### config.mk
export PLATFORM = sky130hd
export DESIGN_NAME = serial_line_editor
export DESIGN_NICKNAME = d
export VERILOG_FILES = /design/src/design/sle_pkg.sv /design/src/design/sle_ctrl.sv /design/src/design/sle_dp.sv /design/src/design/serial_line_editor.sv
export SDC_FILE = /design/constraint.sdc
export NUM_CORES = 1
export LEC_CHECK = 0
export BUFFER_PORTS_ARGS = -buffer_cell sky130_fd_sc_hd__buf_4
export CAP_MARGIN = 10
export CORE_ASPECT_RATIO = 0.9
export CORE_UTILIZATION = 30
export CTS_CLUSTER_SIZE = 20
export DETAILED_ROUTE_END_ITERATION = 6
export GPL_ROUTABILITY_DRIVEN = 0
export PLACE_DENSITY = 0.44
export SLEW_MARGIN = 20
export SYNTH_ARGS = -nofsm -noshare
export SYNTH_HDL_FRONTEND = slang
export SYNTH_SLANG_ARGS = --single-unit
### constraint.sdc
create_clock -name clk -period 3.15 [get_ports clk]
set_input_delay 0.1575 -clock clk [delete_from_list [all_inputs] [get_ports clk]]
set_output_delay 0.1575 -clock clk [all_outputs]
set_load 0.005 [all_outputs]
### src/design/sle_pkg.sv
// sle_pkg: shared types and constants for the serial line editor.
// No dependencies; used by the controller, datapath, top level and checker.
package sle_pkg;

  localparam int unsigned FILL_W = 6;

  localparam logic [FILL_W-1:0] LIMIT_RESET = 6'd32;

  // result kinds carried on out_tuser
  localparam logic [1:0] KIND_ECHO = 2'd0;
  localparam logic [1:0] KIND_CHAR = 2'd1;
  localparam logic [1:0] KIND_END  = 2'd2;

  localparam logic [7:0] CH_BS    = 8'h08;
  localparam logic [7:0] CH_LF    = 8'h0A;
  localparam logic [7:0] CH_CR    = 8'h0D;
  localparam logic [7:0] CH_SPACE = 8'h20;
  localparam logic [7:0] CH_DEL   = 8'h7F;

  // configuration register byte addresses
  localparam logic [2:0] REG_LINE_LIMIT = 3'd0;

  typedef enum logic [5:0] {
    ST_IDLE = 6'b000001,
    ST_ECHO = 6'b000010,
    ST_CR   = 6'b000100,
    ST_LF   = 6'b001000,
    ST_DUMP = 6'b010000,
    ST_END  = 6'b100000
  } state_t;

  typedef enum logic [2:0] {
    SEL_ECHO = 3'd0,
    SEL_CR   = 3'd1,
    SEL_LF   = 3'd2,
    SEL_CHAR = 3'd3,
    SEL_END  = 3'd4
  } out_sel_t;

  typedef struct packed {
    logic     take;      // input word accepted this cycle
    logic     load;      // load the output register
    out_sel_t sel;
    logic     last;
    logic     ptr_step;  // advance the dump pointer
    logic     fill_clr;
  } cmd_t;

  typedef struct packed {
    logic eol;        // CR or LF received
    logic bs_ok;      // backspace on a non-empty line
    logic store_ok;   // printable byte with room left
    logic fill_zero;
    logic dump_done;  // pointer sits on the last kept character
    logic slot_free;  // output register can take a word
  } status_t;

endpackage

### src/design/sle_ctrl.sv
// sle_ctrl: one-hot sequencer of the serial line editor.
// Depends on sle_pkg; drives commands to sle_dp and reads its status.
module sle_ctrl (
  input  logic             clk,
  input  logic             rst_n,
  input  logic             in_tvalid,
  output logic             in_tready,
  input  sle_pkg::status_t status,
  output sle_pkg::cmd_t    cmd
);

  sle_pkg::state_t state_r, state_nxt;

  assign in_tready = (state_r == sle_pkg::ST_IDLE);

  always_comb begin
    state_nxt    = state_r;
    cmd          = '0;
    cmd.sel      = sle_pkg::SEL_ECHO;
    unique case (state_r)
      sle_pkg::ST_IDLE: begin
        cmd.take = in_tvalid;
        if (in_tvalid) begin
          priority if (status.eol) begin
            state_nxt = sle_pkg::ST_CR;
          end else if (status.bs_ok || status.store_ok) begin
            state_nxt = sle_pkg::ST_ECHO;
          end else begin
            state_nxt = sle_pkg::ST_IDLE;
          end
        end
      end
      sle_pkg::ST_ECHO: begin
        cmd.sel  = sle_pkg::SEL_ECHO;
        cmd.last = 1'b1;
        if (status.slot_free) begin
          cmd.load  = 1'b1;
          state_nxt = sle_pkg::ST_IDLE;
        end
      end
      sle_pkg::ST_CR: begin
        cmd.sel = sle_pkg::SEL_CR;
        if (status.slot_free) begin
          cmd.load  = 1'b1;
          state_nxt = sle_pkg::ST_LF;
        end
      end
      sle_pkg::ST_LF: begin
        cmd.sel = sle_pkg::SEL_LF;
        if (status.slot_free) begin
          cmd.load  = 1'b1;
          state_nxt = status.fill_zero ? sle_pkg::ST_END : sle_pkg::ST_DUMP;
        end
      end
      sle_pkg::ST_DUMP: begin
        cmd.sel = sle_pkg::SEL_CHAR;
        if (status.slot_free) begin
          cmd.load     = 1'b1;
          cmd.ptr_step = 1'b1;
          if (status.dump_done) begin
            state_nxt = sle_pkg::ST_END;
          end
        end
      end
      sle_pkg::ST_END: begin
        cmd.sel  = sle_pkg::SEL_END;
        cmd.last = 1'b1;
        if (status.slot_free) begin
          cmd.load     = 1'b1;
          cmd.fill_clr = 1'b1;
          state_nxt    = sle_pkg::ST_IDLE;
        end
      end
      default: begin
        state_nxt = sle_pkg::ST_IDLE;
      end
    endcase
  end

  always_ff @(posedge clk) begin
    if (!rst_n) begin
      state_r <= sle_pkg::ST_IDLE;
    end else begin
      state_r <= state_nxt;
    end
  end

endmodule

### src/design/sle_dp.sv
// sle_dp: line store, fill count, dump pointer, limit register and output register.
// Depends on sle_pkg; commanded by sle_ctrl.
module sle_dp #(
  parameter int unsigned LINE_MAX = 32
) (
  input  logic             clk,
  input  logic             rst_n,
  input  logic [7:0]       in_tdata,
  output logic             out_tvalid,
  input  logic             out_tready,
  output logic [7:0]       out_tdata,
  output logic [1:0]       out_tuser,
  output logic             out_tlast,
  input  logic             cfg_psel,
  input  logic             cfg_penable,
  input  logic             cfg_pwrite,
  input  logic [2:0]       cfg_paddr,
  input  logic [31:0]      cfg_pwdata,
  output logic [31:0]      cfg_prdata,
  input  sle_pkg::cmd_t    cmd,
  output sle_pkg::status_t status
);

  localparam int unsigned FW    = sle_pkg::FILL_W;
  localparam int unsigned IDX_W = (LINE_MAX > 1) ? $clog2(LINE_MAX) : 1;
  localparam logic [FW-1:0] LMAX = FW'(LINE_MAX);

  logic [7:0]    mem [LINE_MAX];
  logic [7:0]    rd_data_r;
  logic [FW-1:0] fill_r, fill_nxt;
  logic [FW-1:0] ptr_r, ptr_nxt;
  logic [FW-1:0] limit_r;
  logic [FW-1:0] limit_eff;
  logic [FW-1:0] rd_addr;
  logic [7:0]    byte_r;
  logic          out_valid_r;
  logic [7:0]    out_byte_r;
  logic [1:0]    out_kind_r;
  logic          out_last_r;
  logic [7:0]    sel_byte;
  logic [1:0]    sel_kind;
  logic          is_eol, is_bs, is_prt, cfg_wr;

  // decode of the incoming byte
  assign is_eol = (in_tdata == sle_pkg::CH_CR) || (in_tdata == sle_pkg::CH_LF);
  assign is_bs  = (in_tdata == sle_pkg::CH_BS) || (in_tdata == sle_pkg::CH_DEL);
  assign is_prt = (in_tdata >= sle_pkg::CH_SPACE) && (in_tdata < sle_pkg::CH_DEL);

  assign limit_eff = (limit_r > LMAX) ? LMAX : limit_r;

  assign status.eol       = is_eol;
  assign status.bs_ok     = is_bs && (fill_r != '0);
  assign status.store_ok  = is_prt && (fill_r < limit_eff) && (fill_r < LMAX);
  assign status.fill_zero = (fill_r == '0);
  assign status.dump_done = ((ptr_r + FW'(1)) == fill_r);
  assign status.slot_free = !out_valid_r || out_tready;

  // config register
  assign cfg_wr     = cfg_psel && cfg_penable && cfg_pwrite &&
                      (cfg_paddr[2] == sle_pkg::REG_LINE_LIMIT[2]);
  assign cfg_prdata = (cfg_paddr[2] == sle_pkg::REG_LINE_LIMIT[2]) ?
                      {{(32-FW){1'b0}}, limit_r} : 32'd0;

  always_ff @(posedge clk) begin
    if (!rst_n) begin
      limit_r <= sle_pkg::LIMIT_RESET;
    end else if (cfg_wr) begin
      limit_r <= cfg_pwdata[FW-1:0];
    end
  end

  // fill count and dump pointer
  always_comb begin
    fill_nxt = fill_r;
    ptr_nxt  = ptr_r;
    if (cmd.take) begin
      ptr_nxt = '0;
      if (status.bs_ok) begin
        fill_nxt = fill_r - FW'(1);
      end else if (status.store_ok) begin
        fill_nxt = fill_r + FW'(1);
      end
    end
    if (cmd.ptr_step) begin
      ptr_nxt = ptr_r + FW'(1);
    end
    if (cmd.fill_clr) begin
      fill_nxt = '0;
    end
  end

  always_ff @(posedge clk) begin
    if (!rst_n) begin
      fill_r <= '0;
      ptr_r  <= '0;
    end else begin
      fill_r <= fill_nxt;
      ptr_r  <= ptr_nxt;
    end
  end

  // line store: written while idle, read one word ahead during the dump
  assign rd_addr = ptr_nxt;

  always_ff @(posedge clk) begin
    if (cmd.take && status.store_ok) begin
      mem[fill_r[IDX_W-1:0]] <= in_tdata;
    end
    rd_data_r <= mem[rd_addr[IDX_W-1:0]];
  end

  always_ff @(posedge clk) begin
    if (cmd.take) begin
      byte_r <= in_tdata;
    end
  end

  always_comb begin
    unique case (cmd.sel)
      sle_pkg::SEL_ECHO: begin
        sel_kind = sle_pkg::KIND_ECHO;
        sel_byte = byte_r;
      end
      sle_pkg::SEL_CR: begin
        sel_kind = sle_pkg::KIND_ECHO;
        sel_byte = sle_pkg::CH_CR;
      end
      sle_pkg::SEL_LF: begin
        sel_kind = sle_pkg::KIND_ECHO;
        sel_byte = sle_pkg::CH_LF;
      end
      sle_pkg::SEL_CHAR: begin
        sel_kind = sle_pkg::KIND_CHAR;
        sel_byte = rd_data_r;
      end
      sle_pkg::SEL_END: begin
        sel_kind = sle_pkg::KIND_END;
        sel_byte = 8'd0;
      end
      default: begin
        sel_kind = sle_pkg::KIND_END;
        sel_byte = 8'd0;
      end
    endcase
  end

  // output register
  always_ff @(posedge clk) begin
    if (!rst_n) begin
      out_valid_r <= 1'b0;
    end else if (cmd.load) begin
      out_valid_r <= 1'b1;
    end else if (out_tready) begin
      out_valid_r <= 1'b0;
    end
  end

  always_ff @(posedge clk) begin
    if (cmd.load) begin
      out_byte_r <= sel_byte;
      out_kind_r <= sel_kind;
      out_last_r <= cmd.last;
    end
  end

  assign out_tvalid = out_valid_r;
  assign out_tdata  = out_byte_r;
  assign out_tuser  = out_kind_r;
  assign out_tlast  = out_last_r;

endmodule

### src/design/serial_line_editor.sv
// serial_line_editor: top level, joins the sequencer and the datapath.
// Depends on sle_pkg, sle_ctrl and sle_dp.
//
//   channel  | direction | payload
//   ---------+-----------+----------------------------------------------
//   in_      | slave     | tdata = rx_byte
//   out_     | master    | tdata = out_byte, tuser = out_kind, tlast = run_last
//   cfg_     | APB slave | line_limit at byte address 0
//
// An ignored byte leaves the sequencer in ST_IDLE; an echo goes through ST_ECHO.
// An end of line sends CR, LF, one word per kept character
// (read from the line store one word ahead), then the end marker.
// Output stalls hold the sequencer in place; the output register lets the
// next byte be taken while the last word still waits. Reset is synchronous.
module serial_line_editor #(
  parameter int unsigned LINE_MAX = 32
) (
  input  logic        clk,
  input  logic        rst_n,
  input  logic        in_tvalid,
  output logic        in_tready,
  input  logic [7:0]  in_tdata,    // [7:0] rx_byte
  output logic        out_tvalid,
  input  logic        out_tready,
  output logic [7:0]  out_tdata,   // [7:0] out_byte
  output logic [1:0]  out_tuser,   // [1:0] out_kind
  output logic        out_tlast,
  input  logic        cfg_psel,
  input  logic        cfg_penable,
  input  logic        cfg_pwrite,
  input  logic [2:0]  cfg_paddr,
  input  logic [31:0] cfg_pwdata,
  output logic [31:0] cfg_prdata,
  output logic        cfg_pready
);

  sle_pkg::cmd_t    cmd;
  sle_pkg::status_t status;

  assign cfg_pready = 1'b1;

  sle_ctrl u_ctrl (
    .clk       (clk),
    .rst_n     (rst_n),
    .in_tvalid (in_tvalid),
    .in_tready (in_tready),
    .status    (status),
    .cmd       (cmd)
  );

  sle_dp #(
    .LINE_MAX (LINE_MAX)
  ) u_dp (
    .clk         (clk),
    .rst_n       (rst_n),
    .in_tdata    (in_tdata),
    .out_tvalid  (out_tvalid),
    .out_tready  (out_tready),
    .out_tdata   (out_tdata),
    .out_tuser   (out_tuser),
    .out_tlast   (out_tlast),
    .cfg_psel    (cfg_psel),
    .cfg_penable (cfg_penable),
    .cfg_pwrite  (cfg_pwrite),
    .cfg_paddr   (cfg_paddr),
    .cfg_pwdata  (cfg_pwdata),
    .cfg_prdata  (cfg_prdata),
    .cmd         (cmd),
    .status      (status)
  );

endmodule

==> Flow_metrics.wiki, run 1 <==
{| class="wikitable"
! Metric !! Value
|-
| Maximum capacitance violations || 0
|-
| CTS root buf || clkbuf_16
|-
| Share of the yosys chip area belonging to registers || 67.5%
|-
| Tightest Hold Check Type || input pin to flop
|-
| Worst path slowest cell || nor3_1
|-
| Data arrival at the endpoint of the critical path || 3.36 ns
|-
| Outcome || finished, final reports clean
|-
| Crit Path Class || input pin to flop
|-
| Count of buffers from port buffering || 40
|-
| Post-layout instance count excluding filler cells || 1636
|-
| Worst Tran Pin Value || 0.636 ns
|-
| Overall die height || 201 um
|-
| Number of levels in the clock H-tree || 2
|-
| Number of global-route vias before repair || 7739
|-
| Worst hold slack || 0.167 ns
|-
| Area share of the leading cell type in the synthesized netlist || 62.5%
|-
| Yosys top cell by area || edfxtp_1
|-
| Count of filler cells inserted in the layout || 4108
|-
| Top FF cell, synth || edfxtp_1
|-
| All-Layer GR Usage || 15.7%
|-
| Number of remaining DRC errors || 0
|-
| Number of antenna violations at the first check in global routing || 0
|-
| Cell with the most instances on the worst path || a21oi_1
|-
| Count of nets after finishing || 1115
|-
| Initial Utilization || 30.6%
|-
| Overall via count from detail_route || 7862
|-
| Peak per-stage delay on the critical path || 0.55 ns
|-
| Longest Clk Path Bufs || 3
|-
| Number of library cell types mapped by synthesis || 65
|-
| Count of final max-slew check failures || 0
|-
| TritonCTS clock tree || built
|-
| Buffering stage count on the worst path with inverters included || 3
|-
| CP top delay family || compound AO/OA/AOI/OAI gates
|-
| Startpoint type of the worst setup path || input pin
|-
| Clock slew at the register clock pins of the worst setup and hold paths || 0.06 ns
|-
| Post-layout minimum cycle time || 2.94 ns
|-
| Number of synthesized register bits || 308
|-
| First-pass GRT wire length || 51.9 mm
|-
| Number of buffers added for setup after CTS || 0
|-
| Biggest area contributors in the synthesized netlist || edfxtp_1 (63%), mux2i_1 (6.7%), dfxtp_1 (5.0%)
|-
| TritonCTS Buffers || 37
|-
| Async set or reset register ratio after synthesis || 0%
|-
| Max IR drop VDD || 367 uV
|-
| DP Wirelength || 23.1 mm
|-
| Average detailed-routed wire length per instance || 21.4 um
|-
| Clock Latency Late Sink || 0.53 ns
|-
| Critical path capture point type || flop
|-
| Maximum number of pins on one net before global-route repair || 35
|-
| Upper clock frequency limit || 340 MHz
|-
| Final worst path period share || 93.5%
|-
| Post-DRT Antenna Nets || 0
|-
| TritonRoute pass-1 iters || 5
|-
| Sum of negative setup slack || 0 ns
|-
| Cells traversed along the worst timing path || dlygate4sd3_1 -> buf_4 -> nand2_1 -> nor3_1 -> o21ai_0 -> inv_1 -> ha_1 -> a21o_1 -> a21oi_1 -> o21bai_1 -> a21oi_1 -> xnor2_1 -> a211oi_1 -> a31o_2
|-
| Iteration-0 DRC count of the detailed router || 549
|-
| Slew HR || 57.3%
|-
| RSZ-0062 raised after global routing || false
|-
| Synth Instances || 903
|-
| Routed wire length || 35.0 mm
|-
| Area delta synth->final || 20.6%
|-
| Number of enable flip-flop cells after synthesis || 275
|-
| Width of the die || 223 um
|-
| Sinks on Clock Net || 308
|-
| I/O pin count || 96
|-
| Static power due to leakage || 5.45 nW
|-
| Cell area after synthesis || 0.0132 sq mm
|-
| Data required time at the worst endpoint || 3.57 ns
|-
| Placed Cells incl. Taps || 1560
|-
| Number of setup violations in the final report || 0
|-
| Setup Skew || 0.0138 ns
|-
| Per-instance average area after synthesis || 14.6 sq um
|-
| Via density per instance || 4.81
|-
| Register-to-register path setup slack || 0.23 ns
|-
| Cell Rows || 72
|-
| Die ar. || 0.0449 sq mm
|-
| Global-route congestion overflow total || 0
|-
| Yosys warning total || 0
|-
| Fraction of layout cells with a size suffix above 1 || 22.4%
|-
| Total power density per cell area || 540 mW/mm^2
|-
| Hold Vio Cnt, Final || 0
|-
| Floorplan core area || 0.0432 sq mm
|-
| Worst Path Max Fanout || 12
|}
worst reg2reg max path, delay by kind of cell (launching register included):
kind / cells / cell delay [ns]
compound gates: 3 / 0.72
buf+inv: 3 / 0.54
flops: 1 / 0.39
mux: 2 / 0.53
simple gates: 1 / 0.61
final cells by class:
| type | instances | area, sq um | area share (%) |
|---|---|---|---|
| well taps | 555 | 694 | 4.36 |
| diodes | 1 | 2.50 | 0.0157 |
| multi-input cells | 541 | 3920 | 24.6 |
| clock inverters | 22 | 113 | 0.707 |
| repair buffers | 153 | 1260 | 7.92 |
| inverters | 13 | 48.8 | 0.306 |
| clock buffers | 43 | 970 | 6.09 |
| flip-flops and latches | 308 | 8920 | 56.0 |
layout by cell type (no fill, tap or decap), drive strengths merged, types with 13 or more instances in the layout:
| cell type | count |
|---|---|
| mux4 | 17 |
| nand2 | 34 |
| nand3 | 76 |
| nor3 | 13 |
| o22ai | 23 |
| buf | 143 |
| clkbuf | 43 |
| a21oi | 14 |
| conb | 27 |
| clkinv | 22 |
| dfxtp | 33 |
| o21ai | 50 |
| edfxtp | 275 |
| nor2 | 60 |
| nor2b | 21 |
| mux2i | 89 |
path summary, 6_finish.rpt:
kind,from,end,cells past startpoint
worst max-delay path,in_tdata[2],u_dp.fill_r[5],14
worst min register to register,u_dp.limit_r[2],u_dp.limit_r[2],2
worst max register to register,u_ctrl.state_r[5],u_dp.rd_data_r[2],9
worst min-delay path,in_tdata[5],u_dp.mem[3][5],2
per-layer routing:
metal / track usage [%] / vias to the layer above / share of wire [%]
met5: 0 / - / 0
met4: 3.99 / 0 / 2.0
met3: 2.47 / 51 / 3.6
met2: 23.3 / 138 / 44
met1: 23.8 / 3946 / 50
li1: - / 3727 / -
cell families (layout without fill, tap and decap cells):
family | Yosys count | count (layout) | share of synthesized area [%]
AO/OA/AOI/OAI | 139 | 139 | 7.23
XOR/XNOR | 14 | 14 | 1.15
adder cells (fa/ha/maj) | 11 | 11 | 1.10
buffers and inverters | 79 | 231 | 3.73
flip-flops | 308 | 308 | 67.5
multiplexers | 109 | 109 | 9.90
other | 2 | 28 | 0.0569
AND/OR/NAND/NOR | 241 | 241 | 9.30
flip-flops by register name, indices dropped and copies added (netlist names), 2 cells and up:
name            cells
u_dp.mem          256
u_dp.fill_r         6
u_dp.byte_r         8
u_dp.limit_r        6
u_dp.ptr_r          6
u_dp.out_tuser      2
u_dp.rd_data_r      8
u_dp.out_tdata      8
u_ctrl.state_r      6
where the power goes:
group / total, W / internal [W] / switching (W) / leakage [nW]
clock network: 0.00385 / 0.00220 / 0.00165 / 0.523
registers: 0.00448 / 0.00447 / 0.0000129 / 2.74
logic: 0.000267 / 0.0000893 / 0.000177 / 2.19
timing repair:
action                    CTS  global route
hold endpoints to repair   16             0
hold buffers               10             0
resized for setup           0             0
per-stage QoR:
| step | instance area [sq um] | utilization [%] | setup slack [ns] | power, W |
|---|---|---|---|---|
| 4_1_cts | 15900 | 36.9 | 0.164 | 0.00871 |
| 6_report | 15900 | 36.9 | 0.206 | 0.00860 |
| 3_3_place_gp | 14700 | 34.2 | 0.110 | 0.00483 |
| 5_1_grt | 15900 | 36.9 | 0.0118 | 0.00889 |
| 3_5_place_dp | 14700 | 34.2 | 0.174 | 0.00483 |
| 2_1_floorplan | 13300 | - | 0.306 | 0.00468 |
Yosys cell counts, drive strengths merged, types with 5 or more instances:
master	n
a211oi	11
a21o	5
a21oi	14
a22oi	11
a41oi	8
and2	9
buf	47
clkbuf	19
dfxtp	33
edfxtp	275
ha	10
inv	11
mux2i	89
mux4	17
nand2	34
nand2b	6
nand3	76
nor2	60
nor2b	21
nor3	13
o21ai	50
o22ai	23
xnor2	9
Note: power is estimated with default switching activity, not from simulation.
==> run 2: changes to the inputs <==
- BUFFER_PORTS_ARGS: -buffer_cell sky130_fd_sc_hd__buf_4 -> -buffer_cell sky130_fd_sc_hd__buf_2
==> Flow_metrics.wiki, run 2 (synthesis results as in run 1) <==
{| class="wikitable"
! Metric !! Value
|-
| Outcome || finished, final reports clean
|-
| Post-layout instance count excluding filler cells || 1634 (-0.12%)
|-
| Area delta synth->final || 20.5% (about the same)
|-
| Via density per instance || 4.84 (+0.77%)
|-
| Post-route core utilization || 36.9% (about the same)
|-
| Maximum capacitance violations || 0 (unchanged)
|-
| TritonCTS clock tree || built
|-
| Setup Skew || 0.0168 ns (+0.00300 ns)
|-
| TritonRoute pass-1 iters || 5 (unchanged)
|-
| Number of levels in the clock H-tree || 2 (unchanged)
|-
| Number of antenna violations at the first check in global routing || 0 (unchanged)
|-
| Count of nets after finishing || 1116 (+0.090%)
|-
| Data required time at the worst endpoint || 3.53 ns (-0.04 ns)
|-
| Width of the die || 223 um (unchanged)
|-
| Clock Latency Late Sink || 0.53 ns (about the same)
|-
| Iteration-0 DRC count of the detailed router || 497 (-9.5%)
|-
| Antenna cell count || 0 (-1)
|-
| Sinks on Clock Net || 308 (unchanged)
|-
| Count of filler cells inserted in the layout || 4131 (+0.56%)
|-
| Data arrival at the endpoint of the critical path || 3.29 ns (-0.07 ns)
|-
| CTS root buf || clkbuf_16
|-
| Overall die height || 201 um (unchanged)
|-
| RSZ-0062 raised after global routing || false
|-
| Tightest Hold Check Type || input pin to flop
|-
| Final worst path period share || 92.5% (-1.0 points)
|-
| Startpoint type of the worst setup path || flop
|-
| Maximum number of pins on one net before global-route repair || 51 (+46%)
|-
| Total power density per cell area || 562 mW/mm^2 (+4.1%)
|-
| Leading cell type in the layout, fill and taps excluded || edfxtp_1
|-
| Max IR drop VDD || 312 uV (-15%)
|-
| Floorplan core area || 0.0432 sq mm (unchanged)
|-
| Critical path origin || u_ctrl.state_r[5]
|-
| Longest Clk Path Bufs || 3 (unchanged)
|-
| First-pass GRT wire length || 51.7 mm (-0.48%)
|-
| Cell Rows || 72 (unchanged)
|-
| Placed Cells incl. Taps || 1563 (+0.19%)
|-
| Post-DRT Antenna Nets || 0 (unchanged)
|-
| DP Wirelength || 22.9 mm (-0.96%)
|-
| Hold wc startpoint || in_tdata[6]
|-
| All-Layer GR Usage || 15.6% (-0.13 points)
|-
| Number of setup violations in the final report || 0 (unchanged)
|-
| Hold Vio Cnt, Final || 0 (unchanged)
|-
| Worst hold slack || 0.0210 ns (-0.146 ns)
|-
| Count of buffers from port buffering || 40 (unchanged)
|-
| Global-route congestion overflow total || 0 (unchanged)
|-
| Average detailed-routed wire length per instance || 21.1 um (-1.6%)
|-
| Worst Path Max Fanout || 8 (-4)
|-
| Slew HR || 49.4% (-7.9 points)
|-
| Number of remaining DRC errors || 0 (unchanged)
|-
| Overall via count from detail_route || 7913 (+0.65%)
|-
| Clock slew at the register clock pins of the worst setup and hold paths || 0.06 ns (about the same)
|-
| Power after layout || 0.00895 W (+4.1%)
|-
| Flip-flop count of the largest register, all copies and words added || 256 (unchanged)
|-
| Crit Path Class || flop to flop
|-
| Count of final max-slew check failures || 0 (unchanged)
|-
| Routed wire length || 34.4 mm (-1.8%)
|-
| Commonest cells after routing, fill and taps aside || edfxtp_1 (275), buf_4 (100), mux2i_1 (87)
|-
| I/O pin count || 96 (unchanged)
|-
| Static power due to leakage || 5.47 nW (+0.45%)
|-
| Critical path capture point type || flop
|-
| Initial Utilization || 30.6% (unchanged)
|-
| Die ar. || 0.0449 sq mm (unchanged)
|-
| Post-layout minimum cycle time || 2.91 ns (-0.0314 ns)
|-
| Worst Tran Pin Value || 0.753 ns (+0.118 ns)
|-
| Upper clock frequency limit || 343 MHz (+1.1%)
|-
| TritonCTS Buffers || 37 (unchanged)
|-
| Fraction of layout cells with a size suffix above 1 || 23.1% (+0.67 points)
|-
| Startpoint of the worst register-to-register path || u_ctrl.state_r[5]
|-
| Number of global-route vias before repair || 7976 (+3.1%)
|}
run 2: cell types whose count changed in the layout (fill, tap and decap cells not counted), sizes merged:
| cell | previous run | this run |
|---|---|---|
| clkinv | 22 | 11 |
| bufinv | 0 | 4 |
| clkbuf | 43 | 47 |
| buf | 143 | 146 |
| inv | 11 | 14 |
| clkinvlp | 2 | 0 |
| dlygate4sd3 | 10 | 8 |
| diode | 1 | 0 |
run 2: power by group:
part	internal [W]	switching (W)	total [W]
clock	0.00258	0.00163	0.00421
combinational	0.0000825	0.000176	0.000258
sequential	0.00447	0.00000982	0.00448
total	0.00714	0.00181	0.00895
run 2: per-stage QoR:
| step | setup slack, ns | TNS [ns] | instance area [sq um] |
|---|---|---|---|
| finish | 0.238 | 0 | 15900 |
| global route | 0.0990 | 0 | 15900 |
| CTS | 0.208 | 0 | 15900 |
| detailed placement | 0.0271 | 0 | 14600 |
| global placement | -0.0359 | -0.0359 | 14600 |
| floorplan | 0.306 | 0 | 13300 |
run 2: final timing paths:
path | depth (start not counted) | endpoint | slack, ns
max reg2reg | 7 | u_dp.rd_data_r[0] | 0.24
min | 1 | u_dp.mem[23][6] | 0.02
min reg2reg | 2 | u_dp.limit_r[2] | 0.55
max | 7 | u_dp.rd_data_r[0] | 0.24
run 2: routing by layer:
layer	wire, um	global-route usage [%]
met5	0	0
met4	815	4.75
met3	1300	2.50
met2	15500	23.6
met1	16800	22.9
run 2: worst max-delay path: stages, from the launching register on:
cell and delay (ns):
dfxtp_1 0.37, or4_4 0.58, o21ai_0 0.37, mux2_2 0.36
a211o_1 0.37, o22ai_1 0.18, nor3_1 0.38, a211oi_2 0.15
run 2: timing repair:
| item | CTS | global route |
|---|---|---|
| endpoints found under the setup margin | 0 | 1 |
| hold endpoints to repair | 7 | 0 |
| resized for setup | 0 | 1 |
| buffers inserted | 0 | 0 |
| hold buffers | 8 | 0 |
run 2: final cells by class:
class                           instances  area, sq um  share of cell area, %
Clock buffer                           47         1010                   6.32
Tap cell                              555          694                   4.36
Clock inverter                         16          185                   1.16
Timing Repair Buffer                  154         1150                   7.23
Multi-Input combinational cell        541         3920                   24.6
Inverter                               13         48.8                  0.307
Sequential cell                       308         8920                   56.0
